[src/hw/rtl/assert_macros.svh]
// ----------------------------------------------------------------------------
// assert_macros.svh
// Assertion helpers for the go-back-N sender. They compile to nothing in
// synthesis builds.
// ----------------------------------------------------------------------------
`ifndef ASSERT_MACROS_SVH
`define ASSERT_MACROS_SVH

`ifndef SYNTHESIS

// property must hold at every rising clock edge outside reset
`define GBN_ASSERT(lbl, clk, rstn, prop, msg) \
  lbl: assert property (@(posedge clk) disable iff (!rstn) (prop)) else $error(msg);

// expression must never be true outside reset
`define GBN_NEVER(lbl, clk, rstn, expr, msg) \
  lbl: assert property (@(posedge clk) disable iff (!rstn) !(expr)) else $error(msg);

`else

`define GBN_ASSERT(lbl, clk, rstn, prop, msg)
`define GBN_NEVER(lbl, clk, rstn, expr, msg)

`endif

`endif

[src/hw/rtl/gbn_pkg.sv]
// ----------------------------------------------------------------------------
// gbn_pkg
// Shared types and constants for the go-back-N downlink sender.
// ----------------------------------------------------------------------------
package gbn_pkg;

  // packets in flight ahead of the window start
  localparam int unsigned WINDOW_PACKETS = 8;

  // result queue depth default (must hold the two results of one item)
  localparam int unsigned RES_DEPTH_DEF = 4;

  // configuration register indexes
  localparam logic [1:0] CFG_PACKET_SIZE     = 2'd0;
  localparam logic [1:0] CFG_WINDOW_TIMEOUT  = 2'd1;
  localparam logic [1:0] CFG_TRANSFER_TIMEOUT = 2'd2;

  // configuration reset values
  localparam logic [7:0]  PACKET_SIZE_RST      = 8'd255;
  localparam logic [15:0] WINDOW_TIMEOUT_RST   = 16'd1000;
  localparam logic [23:0] TRANSFER_TIMEOUT_RST = 24'd60000;

  typedef enum logic [1:0] {
    CMD_TICK  = 2'd0,
    CMD_START = 2'd1,
    CMD_ACK   = 2'd2
  } cmd_t;

  typedef enum logic [1:0] {
    KIND_SEND  = 2'd0,
    KIND_DONE  = 2'd1,
    KIND_ABORT = 2'd2
  } kind_t;

  typedef struct packed {
    logic [1:0]  cmd;
    logic [23:0] file_length;
    logic [7:0]  ack_transaction;
    logic [15:0] ack_sequence;
  } in_item_t;

  typedef struct packed {
    logic [1:0]  kind;
    logic [7:0]  transaction;
    logic [15:0] sequence_res;
    logic [23:0] byte_offset;
    logic [7:0]  byte_count;
    logic        end_of_file;
    logic        last;
  } out_item_t;

  // results produced by one item: count (0..2) and the two slots
  typedef struct packed {
    logic [1:0] n;
    out_item_t  res0;
    out_item_t  res1;
  } push_t;

endpackage

[src/hw/rtl/go_back_n_downlink_sender.sv]
// ----------------------------------------------------------------------------
// go_back_n_downlink_sender
// Go-back-N sender control for a downlinked file: start, tick and ack items
// in, packet requests and finish/abort notices out.
// ----------------------------------------------------------------------------
// Usage:
//   in_*  : items (tick, start, ack) with valid/ready. A start opens a new
//           transaction; each tick may request one packet and may abort the
//           transfer; an ack slides the window or ends the transfer.
//   out_* : results with valid/ready; 'last' marks the final result of an item.
//   cfg_* : register writes (packet size, window and transfer timeouts),
//           one per cycle, no wait; packet size is taken only while idle.
// Results: an item's results are queued as it is taken and reach out_data
//   behind older ones. Throughput: one item per cycle while in_ready is high,
//   i.e. while at least two of the RES_DEPTH queue entries are free. State
//   updates as the item is taken; results drain one per cycle when out_ready is high.
// Receiver stall: results collect in the queue; once fewer than two entries
//   remain, in_ready drops until the receiver takes results again.
// Reset (rst_n low, synchronous): transfer idle, counters and transaction
//   numbers zero, registers at their defaults, queue empty.
// ----------------------------------------------------------------------------
`include "assert_macros.svh"

module go_back_n_downlink_sender
  import gbn_pkg::*;
#(
  parameter int unsigned RES_DEPTH = RES_DEPTH_DEF
)(
  input  logic        clk,
  input  logic        rst_n,
  input  logic        in_valid,
  output logic        in_ready,
  input  in_item_t    in_data,
  output logic        out_valid,
  input  logic        out_ready,
  output out_item_t   out_data,
  input  logic        cfg_we,
  input  logic [1:0]  cfg_index,
  input  logic [23:0] cfg_wdata
);

  localparam int unsigned CW = $clog2(RES_DEPTH+1);

  logic          accept;
  logic          pop;
  push_t         push;
  logic [CW-1:0] q_count;

  assign in_ready = (q_count <= CW'(RES_DEPTH-2));
  assign accept   = in_valid && in_ready;
  assign pop      = out_valid && out_ready;

  gbn_core u_core (
    .clk       (clk),
    .rst_n     (rst_n),
    .go        (accept),
    .item      (in_data),
    .cfg_we    (cfg_we),
    .cfg_index (cfg_index),
    .cfg_wdata (cfg_wdata),
    .push      (push)
  );

  gbn_rfifo #(
    .DEPTH (RES_DEPTH)
  ) u_rfifo (
    .clk       (clk),
    .rst_n     (rst_n),
    .push      (push),
    .pop       (pop),
    .head      (out_data),
    .not_empty (out_valid),
    .count     (q_count)
  );

  // checks
  `GBN_NEVER(a_push_without_accept, clk, rst_n, (push.n != 2'd0) && !accept, "result without accepted item")
  `GBN_NEVER(a_queue_overflow, clk, rst_n, q_count > CW'(RES_DEPTH), "result queue overflow")
  `GBN_ASSERT(a_push_shows, clk, rst_n, (push.n != 2'd0) |=> out_valid, "queued result not visible")
  `GBN_NEVER(a_two_results_last, clk, rst_n, (push.n == 2'd2) && push.res0.last, "first of two results marked last")

endmodule

[src/hw/rtl/gbn_core.sv]
// ----------------------------------------------------------------------------
// gbn_core
// Transfer state, configuration registers and the registered item update.
// Produces up to two results for each accepted item.
// ----------------------------------------------------------------------------
module gbn_core
  import gbn_pkg::*;
(
  input  logic        clk,
  input  logic        rst_n,
  input  logic        go,
  input  in_item_t    item,
  input  logic        cfg_we,
  input  logic [1:0]  cfg_index,
  input  logic [23:0] cfg_wdata,
  output push_t       push
);

  logic [7:0]  packet_size_r;
  logic [15:0] window_timeout_r;
  logic [23:0] transfer_timeout_r;

  logic        busy_r,    busy_nxt;
  logic [7:0]  next_tr_r, next_tr_nxt;
  logic [7:0]  act_tr_r,  act_tr_nxt;
  logic [15:0] wfirst_r,  wfirst_nxt;
  logic [15:0] wlimit_r,  wlimit_nxt;
  logic [15:0] sidx_r,    sidx_nxt;
  logic        eof_seen_r, eof_seen_nxt;
  logic [15:0] eof_seq_r, eof_seq_nxt;
  logic [23:0] length_r,  length_nxt;
  logic [15:0] welap_r,   welap_nxt;
  logic [23:0] telap_r,   telap_nxt;

  // packet geometry for the current send index
  logic [15:0] dist_send;
  logic [15:0] dist_limit;
  logic [15:0] dist_eof;
  logic [23:0] offset;
  logic [23:0] remaining;
  logic        short_pkt;
  logic        pkt_ok;
  logic        pkt_eof;
  logic [7:0]  pkt_count;
  logic [15:0] welap_inc;
  logic [23:0] telap_inc;
  logic [15:0] dist_ack;
  logic [15:0] ack_next;

  assign dist_send  = sidx_r - wfirst_r;
  assign dist_limit = wlimit_r - wfirst_r;
  assign dist_eof   = eof_seq_r - wfirst_r;
  assign offset     = {8'd0, sidx_r} * {16'd0, packet_size_r};  // fits 24 bits: 65535 * 255
  assign remaining  = length_r - offset;
  assign short_pkt  = remaining < {16'd0, packet_size_r};
  assign pkt_ok     = (dist_send < dist_limit) && (offset <= length_r) &&
                      !(eof_seen_r && (dist_send > dist_eof));
  assign pkt_eof    = short_pkt || (sidx_r == 16'hFFFF);
  assign pkt_count  = short_pkt ? remaining[7:0] : packet_size_r;
  assign welap_inc  = (welap_r == 16'hFFFF)   ? welap_r : welap_r + 16'd1;
  assign telap_inc  = (telap_r == 24'hFFFFFF) ? telap_r : telap_r + 24'd1;
  assign dist_ack   = item.ack_sequence - wfirst_r;
  assign ack_next   = item.ack_sequence + 16'd1;

  // configuration registers; packet size only changes while idle
  always_ff @(posedge clk) begin
    if (!rst_n) begin
      packet_size_r      <= PACKET_SIZE_RST;
      window_timeout_r   <= WINDOW_TIMEOUT_RST;
      transfer_timeout_r <= TRANSFER_TIMEOUT_RST;
    end else if (cfg_we) begin
      case (cfg_index)
        CFG_PACKET_SIZE: begin
          if (!busy_r && (cfg_wdata[7:0] != 8'd0)) packet_size_r <= cfg_wdata[7:0];
        end
        CFG_WINDOW_TIMEOUT:   window_timeout_r   <= cfg_wdata[15:0];
        CFG_TRANSFER_TIMEOUT: transfer_timeout_r <= cfg_wdata;
        default: ;
      endcase
    end
  end

  // next state and results for the accepted item
  always_comb begin
    out_item_t r_pkt;
    out_item_t r_evt;
    logic      have_pkt;
    logic      have_evt;

    busy_nxt     = busy_r;
    next_tr_nxt  = next_tr_r;
    act_tr_nxt   = act_tr_r;
    wfirst_nxt   = wfirst_r;
    wlimit_nxt   = wlimit_r;
    sidx_nxt     = sidx_r;
    eof_seen_nxt = eof_seen_r;
    eof_seq_nxt  = eof_seq_r;
    length_nxt   = length_r;
    welap_nxt    = welap_r;
    telap_nxt    = telap_r;
    have_pkt     = 1'b0;
    have_evt     = 1'b0;

    r_pkt              = '0;
    r_pkt.kind         = KIND_SEND;
    r_pkt.transaction  = act_tr_r;
    r_pkt.sequence_res = sidx_r;
    r_pkt.byte_offset  = offset;
    r_pkt.byte_count   = pkt_count;
    r_pkt.end_of_file  = pkt_eof;
    r_evt              = '0;
    r_evt.kind         = KIND_ABORT;
    r_evt.transaction  = act_tr_r;

    if (go) begin
      case (item.cmd)
        CMD_START: begin
          act_tr_nxt   = next_tr_r;
          next_tr_nxt  = next_tr_r + 8'd1;
          wfirst_nxt   = '0;
          wlimit_nxt   = 16'(WINDOW_PACKETS);
          sidx_nxt     = '0;
          eof_seen_nxt = 1'b0;
          eof_seq_nxt  = '0;
          length_nxt   = item.file_length;
          welap_nxt    = '0;
          telap_nxt    = '0;
          busy_nxt     = 1'b1;
        end
        CMD_TICK: begin
          if (busy_r) begin
            if (pkt_ok) begin
              have_pkt = 1'b1;
              sidx_nxt = sidx_r + 16'd1;
              if (pkt_eof) begin
                eof_seen_nxt = 1'b1;
                eof_seq_nxt  = sidx_r;
              end
            end
            welap_nxt = welap_inc;
            telap_nxt = telap_inc;
            // window timer: go back to window start
            if (welap_inc >= window_timeout_r) begin
              sidx_nxt  = wfirst_r;
              welap_nxt = '0;
            end
            // transfer timer: abort
            if (telap_inc >= transfer_timeout_r) begin
              have_evt = 1'b1;
              busy_nxt = 1'b0;
            end
          end
        end
        CMD_ACK: begin
          if (busy_r && (item.ack_transaction == act_tr_r) && (dist_ack <= dist_limit)) begin
            if (eof_seen_r && (dist_ack >= dist_eof)) begin
              have_evt   = 1'b1;
              r_evt.kind = KIND_DONE;
              busy_nxt   = 1'b0;
            end else begin
              wfirst_nxt = ack_next;
              wlimit_nxt = ack_next + 16'(WINDOW_PACKETS);
              sidx_nxt   = ack_next;
              welap_nxt  = '0;
              telap_nxt  = '0;
            end
          end
        end
        default: ;
      endcase
    end

    // pack results into the leading slots and mark the final one
    r_pkt.last = !have_evt;
    r_evt.last = 1'b1;
    push = '0;
    if (have_pkt) begin
      push.res0 = r_pkt;
      push.res1 = r_evt;
    end else begin
      push.res0 = r_evt;
      push.res1 = r_evt;
    end
    push.n = {1'b0, have_pkt} + {1'b0, have_evt};
  end

  // transfer state
  always_ff @(posedge clk) begin
    if (!rst_n) begin
      busy_r     <= 1'b0;
      next_tr_r  <= '0;
      act_tr_r   <= '0;
      wfirst_r   <= '0;
      wlimit_r   <= '0;
      sidx_r     <= '0;
      eof_seen_r <= 1'b0;
      eof_seq_r  <= '0;
      length_r   <= '0;
      welap_r    <= '0;
      telap_r    <= '0;
    end else begin
      busy_r     <= busy_nxt;
      next_tr_r  <= next_tr_nxt;
      act_tr_r   <= act_tr_nxt;
      wfirst_r   <= wfirst_nxt;
      wlimit_r   <= wlimit_nxt;
      sidx_r     <= sidx_nxt;
      eof_seen_r <= eof_seen_nxt;
      eof_seq_r  <= eof_seq_nxt;
      length_r   <= length_nxt;
      welap_r    <= welap_nxt;
      telap_r    <= telap_nxt;
    end
  end

endmodule

[src/hw/rtl/gbn_rfifo.sv]
// ----------------------------------------------------------------------------
// gbn_rfifo
// Result queue: takes up to two results per cycle, hands out one per cycle when popped.
// Head entry drives the output directly from registers.
// ----------------------------------------------------------------------------
module gbn_rfifo
  import gbn_pkg::*;
#(
  parameter int unsigned DEPTH = RES_DEPTH_DEF
)(
  input  logic                       clk,
  input  logic                       rst_n,
  input  push_t                      push,
  input  logic                       pop,
  output out_item_t                  head,
  output logic                       not_empty,
  output logic [$clog2(DEPTH+1)-1:0] count
);

  localparam int unsigned PW = $clog2(DEPTH);
  localparam int unsigned CW = $clog2(DEPTH+1);

  out_item_t       mem_r [DEPTH];
  logic [PW-1:0]   wp_r, wp_nxt;
  logic [PW-1:0]   rp_r, rp_nxt;
  logic [CW-1:0]   cnt_r, cnt_nxt;
  logic [PW-1:0]   wp1;

  function automatic logic [PW-1:0] bump(input logic [PW-1:0] p);
    return (p == PW'(DEPTH-1)) ? '0 : p + 1'b1;
  endfunction

  assign wp1 = bump(wp_r);

  // pointer and count update
  always_comb begin
    wp_nxt  = wp_r;
    rp_nxt  = rp_r;
    case (push.n)
      2'd1:    wp_nxt = wp1;
      2'd2:    wp_nxt = bump(wp1);
      default: wp_nxt = wp_r;
    endcase
    if (pop) rp_nxt = bump(rp_r);
    cnt_nxt = cnt_r + CW'(push.n) - CW'(pop);
  end

  always_ff @(posedge clk) begin
    if (!rst_n) begin
      wp_r  <= '0;
      rp_r  <= '0;
      cnt_r <= '0;
    end else begin
      wp_r  <= wp_nxt;
      rp_r  <= rp_nxt;
      cnt_r <= cnt_nxt;
    end
  end

  // storage: first result at write pointer, second one after it
  always_ff @(posedge clk) begin
    for (int i = 0; i < DEPTH; i++) begin
      if ((push.n != 2'd0) && (wp_r == PW'(i))) mem_r[i] <= push.res0;
      else if ((push.n == 2'd2) && (wp1 == PW'(i))) mem_r[i] <= push.res1;
    end
  end

  assign head      = mem_r[rp_r];
  assign not_empty = (cnt_r != '0);
  assign count     = cnt_r;

endmodule

[config.mk]
export PLATFORM = sky130hd
export DESIGN_NAME = go_back_n_downlink_sender
export DESIGN_NICKNAME = d
export VERILOG_FILES = /design/src/hw/rtl/gbn_pkg.sv /design/src/hw/rtl/go_back_n_downlink_sender.sv /design/src/hw/rtl/gbn_core.sv /design/src/hw/rtl/gbn_rfifo.sv
export VERILOG_INCLUDE_DIRS = /design/src /design/src/hw/rtl
export SDC_FILE = /design/constraint.sdc
export NUM_CORES = 1
export LEC_CHECK = 0
export BUFFER_PORTS_ARGS = -buffer_cell sky130_fd_sc_hd__buf_2
export CORE_ASPECT_RATIO = 1.5
export CORE_MARGIN = 8
export CORE_UTILIZATION = 53
export DETAILED_ROUTE_END_ITERATION = 8
export PLACE_DENSITY = 0.7
export SETUP_SLACK_MARGIN = 0.15
export SLEW_MARGIN = 5
export SYNTH_ARGS = -nofsm -noshare
export SYNTH_HDL_FRONTEND = slang
export SYNTH_SLANG_ARGS = --single-unit
export TNS_END_PERCENT = 30
[constraint.sdc]
create_clock -name clk -period 11.15 [get_ports clk]
set_input_delay 0.5575 -clock clk [delete_from_list [all_inputs] [get_ports clk]]
set_output_delay 0.5575 -clock clk [all_outputs]
set_load 0.02 [all_outputs]
==> flow_summary_export.csv <==
group,metric,value,unit
outcome,status,"finished, final reports clean",
detailed_routing,via_count,23910,
grt,grt_overflow,0,
power_and_ir_drop,ir_drop,0.1245,mV
timing,relSlewSlack,10.67,%
cts,cts_tree,"done",
floorplanning,start_util,53.43,%
timing,clock_skew,39.22,ps
place,io_buffers,142,
power_and_ir_drop,power_leakage,0.01303,uW
timing,worstMarginPinSlew,1334,ps
detailed_routing,post_drt_wl_per_cell,21.57,um
grt,grt_max_degree,86,
detailed_routing,drc,0,
floorplanning,dieArea,64000,sq um
worst_setup_path,cp-start-kind,"flip-flop",
detailed_routing,vias_per_cell,5.990,
yosys,synth_top_cell_area_share,19.22,%
cts,clock-root-buffer,"clkbuf_16",
yosys,netlist_area,29690,sq um
cells_and_area,final_cell_mix,"nand2_1, nor2_1, dfxtp_1",
cts,cts_setup_buffers,0,
cts,holdBufCountCts,0,
job,cap_violations,0,
place,placed_area,30970,sq um
timing,rsz0062_at_grt,"false",
timing,tns,0,ps
yosys,ys_ff_latch,440,
place,gp_congestion,0.9173,
cts,cts_buffers,44,
cells_and_area,syn_to_final_growth,9.684,%
cts,ctsResizeCount,0,
worst_setup_path,cpMostUsedCell,"nor2_1",
worst_setup_path,reg2reg_slack,560,ps
cts,cts.sinks,440,
grt,grt_pass1_wl,135.6,mm
worst_setup_path,worstPathMaxFanout,19,
timing,fin_crit_sh,94.97,%
worst_setup_path,end_kind,"flip-flop",
floorplanning,io_pins,143,
timing,fmax,94.44,MHz
yosys,yosysTopAreaCell,"edfxtp_1",
detailed_routing,finalWirelength,86.09,mm
power_and_ir_drop,total_power,6133,uW
floorplanning,core,55570,sq um
worst_hold_path,hold_class,"input port to flip-flop",
yosys,yosys_warnings,0,
floorplanning,rows,106,
worst_setup_path,cp_top_family,"adder cells",
cells_and_area,final_common_cell,"nand2_1",
cts,clockBufferDepth,3,
detailed_routing,ant_nets,0,
timing,maxSlewViolCount,0,
timing,period_needed,10590,ps
detailed_routing,drt_iter0_markers,1515,
worst_setup_path,max_stage_delay,730,ps
cells_and_area,fillers,4796,
yosys,synth_edf_count,190,
worst_setup_path,crit_required,11440,ps
worst_setup_path,slowest_stage,"dfxtp_1",
yosys,synth_ff_type,"dfxtp_1",
worst_setup_path,crit_type,"flip-flop to flip-flop",
grt,antenna_found_initial,3,
grt,grt_pass1_vias,24840,
yosys,async_flop_share,0,%
cts,h-tree-depth,2,
floorplanning,die_x,209.3,um
floorplanning,die_y,305.9,um
worst_setup_path,worst-path-buf-inv,5,
yosys,synthTopCellsByArea,"edfxtp_1, dfxtp_1, ha_1",
yosys,yosysSeqAreaShare,36.07,%
power_and_ir_drop,power_density,188.3,nW/um^2
timing,setup_violations,0,
yosys,yosysUniqueCellTypes,90,
worst_setup_path,cp.arrival,10880,ps
cts,worstSkewPairLatency,610,ps
cts,clkTransAtPathRegs,60,ps
grt,globalRouteTotalUtil,26.64,%
timing,final-hold-violation-count,0,
yosys,synth_nets,3605,
place,hpwl,64.14,mm
cells_and_area,fin_area,32570,sq um
yosys,synth.avg_cell_area,9.310,sq um
cells_and_area,drive_gt1_share,10.98,%
detailed_routing,dr.pass1.iters,7,
yosys,synth_cells,3189,
cells_and_area,final_nets,3670,
-- cell usage after synthesis, types with 12 or more instances --
cell	number
a21boi_0	14
nor3_1	37
a21o_1	62
or3_1	30
mux4_2	60
a21oi_1	213
nor2_1	252
o21a_1	29
a22o_1	18
ha_1	246
nand3_1	83
nand4_1	31
o21ai_0	139
xor2_1	55
o211a_1	12
nand2b_1	22
a211oi_1	15
inv_1	229
and3_1	30
nor4_1	13
clkbuf_1	115
xnor2_1	110
o211ai_1	31
edfxtp_1	190
nand2_1	415
buf_1	21
mux2i_1	29
fa_1	89
nor2b_1	23
dfxtp_1	250
or2_2	12
buf_2	14
and2_1	139
-- cell families after synthesis --
| family | Yosys count | synth area share (%) |
|---|---|---|
| compound gates | 637 | 13.81 |
| buf+inv | 389 | 5.133 |
| xor+xnor | 165 | 4.867 |
| mux | 95 | 5.757 |
| simple gates | 1126 | 17.92 |
| flops | 440 | 36.07 |
| fa+ha+maj | 337 | 16.44 |
-- layout make-up --
type                       count  area (sq um)  area share [%]
sequential                   440         10720           32.90
clock buffer                  57          1201           3.688
clock inverter                24         390.4           1.199
tap                          702         878.3           2.697
timing repair buffer         177         998.5           3.066
antenna                        1         2.502        0.007684
multi-input combinational   2360         17510           53.77
inverter                     231         869.6           2.670
-- stage by stage --
stage               util [%]  hold WS (ps)  cells  worst slack (ps)
floorplan                  -         419.8   3189              1665
global placement       55.73         429.5   3910             921.0
detailed placement     55.73         437.1   3910             710.4
CTS                    58.60         172.8   3991             645.7
global route           58.60         183.5   3991             181.7
finish                 58.60         197.6   3992             561.0
-- power by group --
group          total [uW]  switching, uW  internal (uW)
Sequential           1770           72.7           1700
Clock                1650            686            960
Combinational        2710           1710           1000
Total                6130           2470           3670
-- worst reg2reg max path, delay by kind of cell, from the launching register on --
family	cells	cell delay (ps)
AOI/OAI and AO/OA	11	2720
adders and majority gates	7	3270
and+or+nand+nor	9	2050
DFF	1	730
buffers and inverters	5	960
xor gates and xnor gates	1	530
-- metal layers --
layer  vias up  track usage, %  routed length [um]
met5         -               0                  26
met1     11670           28.23               31730
li1      11270               -                   -
met3       244           4.034                4244
met4         4           15.11                5031
met2       735           49.63               45060
-- final timing paths --
check	start	endpoint	cells past startpoint
max	u_core.packet_size_r[3]	u_rfifo.mem_r[3][23]	33
min	in_data[35]	u_core.length_r[11]	3
max reg2reg	u_core.packet_size_r[3]	u_rfifo.mem_r[3][23]	33
min reg2reg	u_rfifo.mem_r[2][32]	u_rfifo.mem_r[2][32]	2
-- registers in the layout, summed over array words and instances, names as in the netlist, named ones only --
| signal | cells |
|---|---|
| u_core.wfirst_r | 13 |
| u_core.sidx_r | 16 |
| u_core.packet_size_r | 8 |
| u_core.length_r | 24 |
| u_core.eof_seen_r | 1 |
| u_core.telap_r | 24 |
| u_rfifo.rp_r | 2 |
| u_rfifo.wp_r | 2 |
| u_core.act_tr_r | 8 |
| u_core.transfer_timeout_r | 24 |
| u_core.wlimit_r | 16 |
| u_rfifo.count | 3 |
| u_rfifo.mem_r | 240 |
| u_core.busy_r | 1 |
| u_core.window_timeout_r | 16 |
| u_core.eof_seq_r | 16 |
| u_core.welap_r | 16 |
| u_core.next_tr_r | 8 |
(Power assumes the default switching activity.)
